$ cat config.mk
export PLATFORM = sky130hd
export DESIGN_NAME = uvs_recip
export DESIGN_NICKNAME = d
export VERILOG_FILES = /design/src/rtl/assert_macros.svh /design/src/rtl/uvs_pkg.sv /design/src/rtl/uvs_recip.sv
export SDC_FILE = /design/constraint.sdc
export NUM_CORES = 1
export LEC_CHECK = 0
export BUFFER_PORTS_ARGS = -buffer_cell sky130_fd_sc_hd__buf_4
export CAP_MARGIN = 0
export CORE_UTILIZATION = 30
export CTS_CLUSTER_SIZE = 14
export DETAILED_ROUTE_END_ITERATION = 10
export RECOVER_POWER = 25
export SLEW_MARGIN = 10
export SYNTH_ARGS = -nofsm -noshare
export SYNTH_HDL_FRONTEND = slang
export SYNTH_SLANG_ARGS = --single-unit
$ cat constraint.sdc
create_clock -name clk -period 3.8 [get_ports clk]
set_input_delay 0.38 -clock clk [delete_from_list [all_inputs] [get_ports clk]]
set_output_delay 0.38 -clock clk [all_outputs]
set_load 0.005 [all_outputs]
$ cat src/rtl/assert_macros.svh
// Assertion helpers for the sphere cell generator.
`ifndef ASSERT_MACROS_SVH
`define ASSERT_MACROS_SVH
`ifndef SYNTH
`define UVS_ASSERT(label, prop, msg) \
  label: assert property (@(posedge clk) disable iff (!rst_n) prop) else $error(msg);
`define UVS_NEVER(label, expr, msg) \
  label: assert property (@(posedge clk) disable iff (!rst_n) !(expr)) else $error(msg);
`else
`define UVS_ASSERT(label, prop, msg)
`define UVS_NEVER(label, expr, msg)
`endif
`endif

$ cat src/rtl/uvs_pkg.sv
`timescale 1ns / 1ps
package uvs_pkg;
  localparam int MAX_DIVISIONS = 1024;
  localparam int FRACTION_BITS = 14;
  localparam int N_W = 11;
  localparam int STEP_W = 12;
  localparam int REM_W = 11;
  localparam int ANG_W = 32;
  localparam int NUM_W = 2 * REM_W;
  localparam int CORDIC_STEPS = 24;
  localparam int CW = 34;
  localparam int ZW = 33;
  localparam int POS_W = 16;
  localparam int VN_W = 24;
  localparam int ANG_LAT = 5;
  localparam int COR_LAT = CORDIC_STEPS + 1;
  localparam int PIPE_LAT = ANG_LAT + COR_LAT + 2;
  localparam logic signed [CW-1:0] CORDIC_START = 34'sd652032874;
  localparam logic [ANG_W-1:0] ATAN_TURNS [CORDIC_STEPS] = '{
    32'd536870912, 32'd316933406, 32'd167458907, 32'd85004756, 32'd42667331,
    32'd21354465, 32'd10679838, 32'd5340245, 32'd2670163, 32'd1335087,
    32'd667544, 32'd333772, 32'd166886, 32'd83443, 32'd41722, 32'd20861,
    32'd10430, 32'd5215, 32'd2608, 32'd1304, 32'd652, 32'd326, 32'd163, 32'd81
  };
  localparam logic [2:0] LAST_K = 3'd5;

  typedef enum logic [7:0] {
    CFG_THETA_DIVISIONS   = 8'd0,
    CFG_DOUBLED_LONGITUDE = 8'd1
  } cfg_idx_t;

  typedef struct packed {
    logic signed [POS_W-1:0] x;
    logic signed [POS_W-1:0] y;
    logic signed [POS_W-1:0] z;
  } point_t;

  typedef struct packed {
    logic [ANG_W-1:0] t_quo;
    logic [REM_W-1:0] t_rem;
    logic [ANG_W-1:0] p_quo;
    logic [REM_W-1:0] p_rem;
  } rcp_t;

  // p0 p1 p2 p2 p3 p0
  function automatic logic [1:0] pt_sel(input logic [2:0] k);
    logic [1:0] r;
    case (k)
      3'd1:    r = 2'd1;
      3'd2:    r = 2'd2;
      3'd3:    r = 2'd2;
      3'd4:    r = 2'd3;
      default: r = 2'd0;
    endcase
    return r;
  endfunction

  function automatic logic [1:0] corner_of(input logic [2:0] k);
    logic [1:0] r;
    case (k)
      3'd1, 3'd4: r = 2'd1;
      3'd2, 3'd5: r = 2'd2;
      default:    r = 2'd0;
    endcase
    return r;
  endfunction
endpackage

$ cat src/rtl/uvs_recip.sv
`timescale 1ns / 1ps
module uvs_recip (
  input  logic               clk,
  input  logic               rst_n,
  input  logic               start,
  input  logic [10:0]        tden,
  input  logic [10:0]        pden,
  output uvs_pkg::rcp_t      rcp,
  output logic               busy
);
  import uvs_pkg::*;

  localparam logic [5:0] LAST_CNT = 6'(ANG_W);

  logic [5:0]       cnt_r;
  logic             busy_r;
  logic [REM_W-1:0] trem_r, prem_r;
  logic [ANG_W-1:0] tquo_r, pquo_r;
  logic [REM_W:0]   tstep, pstep;
  logic             dbit;

  // 2^32 / den, one quotient bit a cycle while busy
  function automatic logic [REM_W:0] dstep(input logic [REM_W-1:0] rem, input logic b,
                                           input logic [REM_W-1:0] den);
    logic [REM_W:0] r2;
    r2 = {rem, b};
    if (r2 >= {1'b0, den}) begin
      r2 = r2 - {1'b0, den};
      return {1'b1, r2[REM_W-1:0]};
    end
    return {1'b0, r2[REM_W-1:0]};
  endfunction

  assign dbit  = (cnt_r == '0);
  assign tstep = dstep(trem_r, dbit, tden);
  assign pstep = dstep(prem_r, dbit, pden);

  always_ff @(posedge clk) begin
    if (!rst_n || start) begin
      busy_r <= 1'b1;
      cnt_r  <= '0;
      trem_r <= '0;
      prem_r <= '0;
      tquo_r <= '0;
      pquo_r <= '0;
    end else if (busy_r) begin
      trem_r <= tstep[REM_W-1:0];
      prem_r <= pstep[REM_W-1:0];
      tquo_r <= {tquo_r[ANG_W-2:0], tstep[REM_W]};
      pquo_r <= {pquo_r[ANG_W-2:0], pstep[REM_W]};
      cnt_r  <= cnt_r + 6'd1;
      if (cnt_r == LAST_CNT) begin
        busy_r <= 1'b0;
      end
    end
  end

  assign rcp.t_quo = tquo_r;
  assign rcp.t_rem = trem_r;
  assign rcp.p_quo = pquo_r;
  assign rcp.p_rem = prem_r;
  assign busy      = busy_r;
endmodule

==> results.cfg <==
[sta]
setup_violations = 0
worst_slew_pin_slew_ns = 0.874
setup_tns_ns = 0
slew_violations = 0
rsz0062_at_grt = no
hold_viol = 0
holdWs_ns = 0.470
fmax_mhz = 304
min_period_ns = 3.29
maxSlewHeadroom_pct = 41.4
fin_crit_sh_pct = 86.5
clock_skew_ns = 0.00934

[clock_network]
cts-buffers-inserted = 9
cts-resized-gates = 0
cts_setup_buffers = 0
htreeDepth = 3
holdBufCountCts = 0
numClockSinks = 93
clk_path_buf_depth = 2
root_buffer = clkbuf_16
cts_tree = built
worstSkewPairLatency_ns = 0.34
clkTransAtPathRegs_ns = 0.07

[layout]
area_growth_pct = 27.1
final_common_cell = dfxtp_1
drive_gt1_share_pct = 22.4
fin_nets = 671
final_cell_mix = dfxtp_1, nor2_1, mux2i_1, buf_4, clkbuf_4
num_antenna_cells = 0
final_cell_area_sq_mm = 0.00596

[global_routing]
antenna_found_initial = 0
grt_pass1_wl_um = 18400
grt_overflow_total = 0
grt_use_total_pct = 14.1
grt_max_degree = 71
grt_pass1_vias = 3857

[routing]
detail_route.wl_per_cell_um = 13.8
drc = 0
viasPerCell = 4.96
ant_nets = 0
drt_iter0_markers = 212
dr.pass1.iters = 4
vias = 4033
wirelength_um = 11200

[placement]
io_buffers = 111
place_congestion = 0.862
post_dp_cell_area_sq_mm = 0.00567
place_hpwl_um = 7830

[worst_setup_path]
cp.required_ns = 3.99
crit_type = reg2reg
worstSetupStartpointType = register
cp.arrival_ns = 3.47
end_kind = register
cp_max_fo = 10

[yosys]
synth-edff-count = 0
synthCells = 526
ys_ff_latch = 93
ys_seq_area_share_pct = 39.7
synth_fp_nets = 577
synth_area_sq_mm = 0.00469
yosys_warnings = 0
avgSynthCellArea_sq_um = 8.91
synth.distinct_cells = 59
async_reset_ff_share_pct = 0
synthFlopType = dfxtp_1

[floorplan]
die_h_um = 127
start_util_pct = 30.8
fp.dieW_um = 127
row_count = 45
dieArea_sq_mm = 0.0161
design.portCount = 112
coreArea_sq_mm = 0.0152

[power_and_ir_drop]
max-vdd-ir-drop_v = 0.000225
total_power_w = 0.00199
p_leak_nw = 2.95
p_per_area_mw_per_mm2 = 334

[run]
maxCapViolations = 0

[status]
status = finished clean

[worst_hold_path]
min_path_type = in2reg
[area by class of cell]
cell class | count | area, sq um
Timing Repair Buffer | 114 | 868
Clock inverter | 5 | 35.0
Inverter | 28 | 105
Fill cell | 1543 | 9250
Sequential cell | 93 | 1870
Clock buffer | 11 | 253
Multi-Input combinational cell | 374 | 2590
Tap cell | 188 | 235
[where the power goes]
part | internal, W | switching (W) | total (W)
sequential | 0.000977 | 0.00000418 | 0.000981
clock | 0.000480 | 0.000387 | 0.000866
combinational | 0.0000664 | 0.0000778 | 0.000144
total | 0.00152 | 0.000469 | 0.00199
[cell families after synthesis]
logic type / count (synthesis) / share of synthesized area (%)
and+or+nand+nor: 159 / 16.2
AOI/OAI and AO/OA: 106 / 14.5
DFF: 93 / 39.7
muxes: 69 / 14.8
buffers and inverters: 59 / 4.94
adders and majority gates: 26 / 7.26
xor gates and xnor gates: 14 / 2.62
[worst max-delay path, stage by stage, from the launching register on]
cell and delay, ns:
dfxtp_1 0.34, inv_1 0.07, ha_1 0.14, nor4b_1 0.31
nand2b_1 0.20, ha_1 0.26, fa_1 0.41, and2b_1 0.23
o21ai_1 0.09, a31o_1 0.26, a21oi_2 0.46, mux2i_1 0.27
a21oi_1 0.09
[registers in the layout, summed over array words and instances, names as in the netlist]
signal / cells
tquo_r: 32
pquo_r: 32
prem_r: 11
busy: 1
trem_r: 11
cnt_r: 6
[synthesized netlist by cell type, types with 6 or more instances]
master,count,share of area [%]
dfxtp_1,93,40
nor2_1,84,6.7
mux2i_1,68,15
o21ai_0,31,3.3
inv_1,28,2.2
ha_1,24,6.4
clkbuf_1,18,1.4
nand2_1,18,1.4
a21oi_1,17,1.8
a31oi_1,14,1.9
nand3_1,12,1.3
buf_2,8,0.85
xnor2_1,8,1.5
a21o_1,6,0.96
nand2b_1,6,0.80
nand4_1,6,0.80
xor2_1,6,1.1
[path summary, 6_finish.rpt]
path | from | endpoint | slack, ns | cells after the start
worst max-delay path | cnt_r[0] | prem_r[2] | 0.51 | 12
worst min-delay path | tden[0] | trem_r[0] | 0.47 | 4
worst max register to register | cnt_r[0] | prem_r[2] | 0.51 | 12
worst min register to register | tquo_r[31] | tquo_r[31] | 0.50 | 2
[per-layer routing]
| layer | vias up | share of wire (%) | GRT usage [%] |
|---|---|---|---|
| met5 | - | 0 | 0 |
| met4 | 0 | 1.5 | 4.90 |
| li1 | 2041 | - | - |
| met1 | 1885 | 46 | 17.3 |
| met3 | 11 | 5.4 | 3.85 |
| met2 | 96 | 47 | 23.8 |
[through the flow]
step	cells	worst slack (ns)	utilization [%]
after floorplan	526	0.892	-
after global placement	797	0.676	37.3
after detailed placement	797	0.511	37.3
after CTS	813	0.489	39.2
after global routing	813	0.240	39.2
final	813	0.515	39.2
Note: power is estimated with default switching activity, not from simulation.
