## config.mk

```make
export PLATFORM = sky130hd
export DESIGN_NAME = uvs_ser_flat
export DESIGN_NICKNAME = d
export VERILOG_FILES = /design/src/rtl/uvs_pkg.sv /design/src/rtl/uvs_if.sv /design/src/rtl/uvs_ser.sv /design/src/flat_wrapper.sv
export VERILOG_INCLUDE_DIRS = /design/src /design/src/rtl
export SDC_FILE = /design/constraint.sdc
export NUM_CORES = 1
export LEC_CHECK = 0
export ABC_AREA = 1
export BUFFER_PORTS_ARGS = -buffer_cell sky130_fd_sc_hd__buf_2
export CAP_MARGIN = 15
export CORE_MARGIN = 8
export CORE_UTILIZATION = 55
export DETAILED_ROUTE_END_ITERATION = 16
export PLACE_DENSITY = 0.85
export SETUP_SLACK_MARGIN = 0.5
export SLEW_MARGIN = 20
export SYNTH_ARGS = -nofsm -noshare
export SYNTH_HDL_FRONTEND = slang
export SYNTH_SLANG_ARGS = --single-unit
```

## constraint.sdc

```tcl
create_clock -name clk -period 12.95 [get_ports clk]
set_clock_uncertainty 0.05 [all_clocks]
set_input_delay 2.59 -clock clk [delete_from_list [all_inputs] [get_ports clk]]
set_output_delay 2.59 -clock clk [all_outputs]
set_load 0.01 [all_outputs]
```

## src/rtl/assert_macros.svh

```systemverilog
// Assertion helpers for the sphere cell generator.
`ifndef ASSERT_MACROS_SVH
`define ASSERT_MACROS_SVH
`ifndef SYNTH
`define UVS_ASSERT(label, prop, msg) \
  label: assert property (@(posedge clk) disable iff (!rst_n) prop) else $error(msg);
`define UVS_NEVER(label, expr, msg) \
  label: assert property (@(posedge clk) disable iff (!rst_n) !(expr)) else $error(msg);
`else
`define UVS_ASSERT(label, prop, msg)
`define UVS_NEVER(label, expr, msg)
`endif
`endif

```

## src/rtl/uvs_pkg.sv

```systemverilog
`timescale 1ns / 1ps
package uvs_pkg;
  localparam int MAX_DIVISIONS = 1024;
  localparam int FRACTION_BITS = 14;
  localparam int N_W = 11;
  localparam int STEP_W = 12;
  localparam int REM_W = 11;
  localparam int ANG_W = 32;
  localparam int NUM_W = 2 * REM_W;
  localparam int CORDIC_STEPS = 24;
  localparam int CW = 34;
  localparam int ZW = 33;
  localparam int POS_W = 16;
  localparam int VN_W = 24;
  localparam int ANG_LAT = 5;
  localparam int COR_LAT = CORDIC_STEPS + 1;
  localparam int PIPE_LAT = ANG_LAT + COR_LAT + 2;
  localparam logic signed [CW-1:0] CORDIC_START = 34'sd652032874;
  localparam logic [ANG_W-1:0] ATAN_TURNS [CORDIC_STEPS] = '{
    32'd536870912, 32'd316933406, 32'd167458907, 32'd85004756, 32'd42667331,
    32'd21354465, 32'd10679838, 32'd5340245, 32'd2670163, 32'd1335087,
    32'd667544, 32'd333772, 32'd166886, 32'd83443, 32'd41722, 32'd20861,
    32'd10430, 32'd5215, 32'd2608, 32'd1304, 32'd652, 32'd326, 32'd163, 32'd81
  };
  localparam logic [2:0] LAST_K = 3'd5;

  typedef enum logic [7:0] {
    CFG_THETA_DIVISIONS   = 8'd0,
    CFG_DOUBLED_LONGITUDE = 8'd1
  } cfg_idx_t;

  typedef struct packed {
    logic signed [POS_W-1:0] x;
    logic signed [POS_W-1:0] y;
    logic signed [POS_W-1:0] z;
  } point_t;

  typedef struct packed {
    logic [ANG_W-1:0] t_quo;
    logic [REM_W-1:0] t_rem;
    logic [ANG_W-1:0] p_quo;
    logic [REM_W-1:0] p_rem;
  } rcp_t;

  // p0 p1 p2 p2 p3 p0
  function automatic logic [1:0] pt_sel(input logic [2:0] k);
    logic [1:0] r;
    case (k)
      3'd1:    r = 2'd1;
      3'd2:    r = 2'd2;
      3'd3:    r = 2'd2;
      3'd4:    r = 2'd3;
      default: r = 2'd0;
    endcase
    return r;
  endfunction

  function automatic logic [1:0] corner_of(input logic [2:0] k);
    logic [1:0] r;
    case (k)
      3'd1, 3'd4: r = 2'd1;
      3'd2, 3'd5: r = 2'd2;
      default:    r = 2'd0;
    endcase
    return r;
  endfunction
endpackage

```

## src/rtl/uvs_if.sv

```systemverilog


interface uvs_out_if;
  import uvs_pkg::*;
  logic                    valid;
  logic                    ready;
  logic signed [POS_W-1:0] pos_x;
  logic signed [POS_W-1:0] pos_y;
  logic signed [POS_W-1:0] pos_z;
  logic [1:0]              corner;
  logic [VN_W-1:0]         vertex_number;
  logic                    range_error;
  logic                    last;
  modport source (output valid, pos_x, pos_y, pos_z, corner, vertex_number, range_error,
                  last, input ready);
  modport sink (input valid, pos_x, pos_y, pos_z, corner, vertex_number, range_error,
                last, output ready);
endinterface


```

## src/rtl/uvs_ser.sv

```systemverilog
`timescale 1ns / 1ps
`include "assert_macros.svh"
module uvs_ser (
  input  logic                      clk,
  input  logic                      rst_n,
  input  logic                      load_vld,
  input  uvs_pkg::point_t [3:0]     pts,
  input  logic                      err,
  input  logic [23:0]               base,
  output logic                      ready,
  uvs_out_if.source                 out_ch
);
  import uvs_pkg::*;

  point_t [3:0]    pt_r;
  logic            err_r;
  logic [VN_W-1:0] base_r;
  logic [2:0]      k_r;
  logic            vld_r;
  logic            last_w;
  logic            fire;
  point_t          cur;

  assign last_w = err_r || (k_r == LAST_K);
  assign fire   = vld_r && out_ch.ready;
  assign ready  = !vld_r || (fire && last_w);
  assign cur    = pt_r[pt_sel(k_r)];

  always_ff @(posedge clk) begin
    if (!rst_n) begin
      vld_r <= 1'b0;
      k_r   <= '0;
    end else if (load_vld && ready) begin
      vld_r <= 1'b1;
      k_r   <= '0;
    end else if (fire) begin
      if (last_w) begin
        vld_r <= 1'b0;
      end else begin
        k_r <= k_r + 3'd1;
      end
    end
  end

  always_ff @(posedge clk) begin
    if (load_vld && ready) begin
      pt_r   <= pts;
      err_r  <= err;
      base_r <= base;
    end
  end

  assign out_ch.valid         = vld_r;
  assign out_ch.pos_x         = err_r ? '0 : cur.x;
  assign out_ch.pos_y         = err_r ? '0 : cur.y;
  assign out_ch.pos_z         = err_r ? '0 : cur.z;
  assign out_ch.corner        = err_r ? 2'd0 : corner_of(k_r);
  assign out_ch.vertex_number = err_r ? '0 : base_r + VN_W'(k_r);
  assign out_ch.range_error   = err_r;
  assign out_ch.last          = last_w;

  `UVS_ASSERT(a_k_advance, fire && !last_w |=> vld_r && (k_r == $past(k_r) + 3'd1), "k skip")
  `UVS_NEVER(a_err_single, vld_r && err_r && (k_r != 3'd0), "error word past first")
  `UVS_NEVER(a_k_max, vld_r && (k_r > LAST_K), "vertex count overrun")
endmodule

```

## src/flat_wrapper.sv

```systemverilog
// flat-port wrapper written by rule: the top's interface ports become plain ports
module uvs_ser_flat import uvs_pkg::*;
  (clk, rst_n, load_vld, pts, err, base, ready, out_ch_valid, out_ch_pos_x, out_ch_pos_y, out_ch_pos_z, out_ch_corner, out_ch_vertex_number, out_ch_range_error, out_ch_last, out_ch_ready);
  uvs_out_if out_ch_i ();
  input  logic clk;
  input  logic rst_n;
  input  logic load_vld;
  input  uvs_pkg::point_t [3:0] pts;
  input  logic err;
  input  logic [23:0] base;
  output logic ready;
  output wire logic [$bits(out_ch_i.valid)-1:0] out_ch_valid;
  output wire logic [$bits(out_ch_i.pos_x)-1:0] out_ch_pos_x;
  output wire logic [$bits(out_ch_i.pos_y)-1:0] out_ch_pos_y;
  output wire logic [$bits(out_ch_i.pos_z)-1:0] out_ch_pos_z;
  output wire logic [$bits(out_ch_i.corner)-1:0] out_ch_corner;
  output wire logic [$bits(out_ch_i.vertex_number)-1:0] out_ch_vertex_number;
  output wire logic [$bits(out_ch_i.range_error)-1:0] out_ch_range_error;
  output wire logic [$bits(out_ch_i.last)-1:0] out_ch_last;
  input wire logic [$bits(out_ch_i.ready)-1:0] out_ch_ready;
  assign out_ch_valid = out_ch_i.valid;
  assign out_ch_pos_x = out_ch_i.pos_x;
  assign out_ch_pos_y = out_ch_i.pos_y;
  assign out_ch_pos_z = out_ch_i.pos_z;
  assign out_ch_corner = out_ch_i.corner;
  assign out_ch_vertex_number = out_ch_i.vertex_number;
  assign out_ch_range_error = out_ch_i.range_error;
  assign out_ch_last = out_ch_i.last;
  assign out_ch_i.ready = out_ch_ready;
  uvs_ser u_core (.clk(clk), .rst_n(rst_n), .load_vld(load_vld), .pts(pts), .err(err), .base(base), .ready(ready), .out_ch(out_ch_i));
endmodule
```

==> flow_summary.toml <==
[layout]
multiInputGateArea_sq_mm = 0.00241
fin_cells = 1302
layout.nets = 1293
regArea_sq_mm = 0.00660
fillerInstances = 1167
drive_gt1_frac = 0.316
layout_commonest_cell = "buf_2"
area_growth_pct = 24.8
fin_area_sq_mm = 0.0117
final_cell_mix = "298 x buf_2, 217 x edfxtp_1, 152 x nor2_1"

[clocking]
path_clk_slew_ns = 0.06
htreeDepth = 1
cts_buffers = 23
cts_sinks = 221
insertion_delay_ns = 0.52
clockBufferDepth = 3
cts_hold_buf = 0
cts_root_buf = "clkbuf_16"
cts_resized = 0
cts_tree = "built"
cts_setup_buffers = 0

[power_and_ir_drop]
power_density_mw_per_mm2 = 139
ir_drop_mv = 0.129
p_total_uw = 1620
p_leak_uw = 0.00469

[timing]
max_freq_mhz = 145
setup_viol = 0
worst_slew_pin_slew_ns = 0.974
rsz0062_at_grt = "false"
hold_viol = 0
finalCriticalPeriod_ns = 6.92
slew_violations = 0
period_share = 0.534
whs_ns = 0.498
setup-tns-final_ns = 0
relSlewSlack = 0.351

[global_route]
grt_pass1_vias = 7111
grt-ovfl-total = 0
grtUsageTotal = 0.222
antenna_found_initial = 8
grt_first_pass_wirelength_mm = 38.1
grt_max_degree = 145

[drt]
wl_mm = 24.9
first_iter_violations = 519
drtAntennaViolNets = 0
routedWlPerCell_um = 19.1
drcViolationCount = 0
viasPerCell = 5.40
drt_first_pass_iters = 5
num_vias = 7026

[yosys]
synth_compound_area_frac = 0.105
ys_seq_area_frac = 0.706
ys_types = 30
synth_simple_gate_area_share = 0.138
netlist_area_sq_mm = 0.00934
synthXorXnorAreaFrac = 0.000937
synth_top_family_by_area = "simple AND/OR/NAND/NOR gates"
syn-num-nets = 1004
yosys_warnings = 0
synth_adder_area_share = 0.0129
synth-seq-cells = 221
syn-instance-count = 774
synth.avg_cell_area_sq_um = 12.1
synth_mux_area_frac = 0

[floorplanning]
core-area_sq_mm = 0.0166
num_rows = 47
start_util = 0.563
dieHeight_um = 146
io-pin-count = 299
die-width_um = 146
design.die.area_sq_mm = 0.0214

[setup_path]
path_max_fanout = 97
required_ns = 10.31
start_kind = "flip-flop"
cp-end-kind = "primary output"
r2r_slack_ns = 9.26
critPathKind = "flip-flop to primary output"
crit_arrival_ns = 4.28

[placement]
dpl_cell_area_sq_mm = 0.0109
routabilityCongestion = 0.898
portBuffers = 298
post-dp-hpwl_mm = 17.4
dpl.cell_count = 1258

[hold_path]
hold_path_class = "flip-flop to flip-flop"

[outcome]
status = "finished, final reports clean"

[job]
drv_cap = 0
-- metrics by stage --
stage | setup slack [ns] | util
6_report | 6.03 | 0.703
5_1_grt | 5.68 | 0.703
4_1_cts | 6.05 | 0.703
3_5_place_dp | 6.66 | 0.659
3_3_place_gp | 6.76 | 0.659
2_1_floorplan | 5.08 | -
-- layout make-up --
class | count | area share
antenna | 4 | 0.000858
clock buffer | 25 | 0.0500
clock inverter | 15 | 0.0113
inverter | 32 | 0.0111
multi-input combinational | 483 | 0.207
sequential | 221 | 0.566
tap | 220 | 0.0236
timing repair buffer | 302 | 0.130
-- where the power goes --
group / internal, uW / switching (uW)
registers: 844 / 15.7
logic: 55.7 / 81.8
clock network: 364 / 258
-- per-layer routing --
metal / vias up / wire length [um] / GRT usage
li1: 3334 / - / -
met1: 3272 / 9110 / 0.253
met2: 358 / 12300 / 0.377
met3: 54 / 2810 / 0.0884
met4: 8 / 586 / 0.0696
met5: - / 49 / 0
-- logic make-up (layout without fill, tap and decap cells) --
| kind of cell | count (synthesis) | count (layout) |
|---|---|---|
| buffers and inverters | 70 | 374 |
| AOI/OAI and AO/OA | 170 | 170 |
| adders and majority gates | 9 | 9 |
| DFF | 221 | 221 |
| other | 0 | 4 |
| and+or+nand+nor | 303 | 303 |
| xor gates and xnor gates | 1 | 1 |
-- Yosys cell counts --
cell type / number / share of area
buf_1: 3 / 0.0012
o21bai_1: 1 / 0.00080
clkbuf_1: 13 / 0.0052
edfxtp_1: 217 / 0.70
xor2_1: 1 / 0.00094
buf_6: 7 / 0.0084
a211oi_1: 1 / 0.00080
o211ai_1: 48 / 0.039
nor3b_1: 1 / 0.00080
o21ai_1: 46 / 0.025
nor3_1: 1 / 0.00054
inv_1: 29 / 0.012
a21oi_1: 62 / 0.033
nand3_1: 12 / 0.0064
buf_2: 11 / 0.0059
ha_1: 8 / 0.011
buf_4: 4 / 0.0032
or2_1: 40 / 0.027
nor2_1: 152 / 0.061
dfxtp_1: 4 / 0.0086
nand4_1: 2 / 0.0013
fa_1: 1 / 0.0021
nand2_1: 83 / 0.033
nor2_2: 1 / 0.00067
or2_0: 9 / 0.0060
o21ai_0: 10 / 0.0054
a21boi_0: 1 / 0.00080
inv_2: 3 / 0.0012
a21oi_2: 1 / 0.00094
nand2_2: 2 / 0.0013
-- final timing paths --
check | start | endpoint | depth (start not counted)
worst max-delay path | u_core.k_r[1]$_SDFFE_PP0P_ | out_ch_pos_x[7] | 9
worst min-delay path | u_core.k_r[1]$_SDFFE_PP0P_ | u_core.k_r[1]$_SDFFE_PP0P_ | 2
worst max register to register | u_core.out_ch.range_error$_DFFE_PP_ | u_core.pt_r[78]$_DFFE_PP_ | 6
worst min register to register | u_core.k_r[1]$_SDFFE_PP0P_ | u_core.k_r[1]$_SDFFE_PP0P_ | 2
-- sequential cells by signal, indices dropped and copies added, names as in the netlist --
name and flops:
u_core.k_r 3, u_core.base_r 24, u_core.pt_r 192, u_core.out_ch.valid 1
u_core.out_ch.range_error 1
-- critical path: stages, from the launching register on --
cell and delay [ns]:
dfxtp_1 0.36, inv_1 0.16, ha_1 0.21, nand2_1 0.15
nand2_4 0.69, clkinv_2 0.91, buf_4 0.57, o211ai_1 0.28
a21oi_1 0.11, buf_2 0.18
Power figures use the tool's default switching activity.
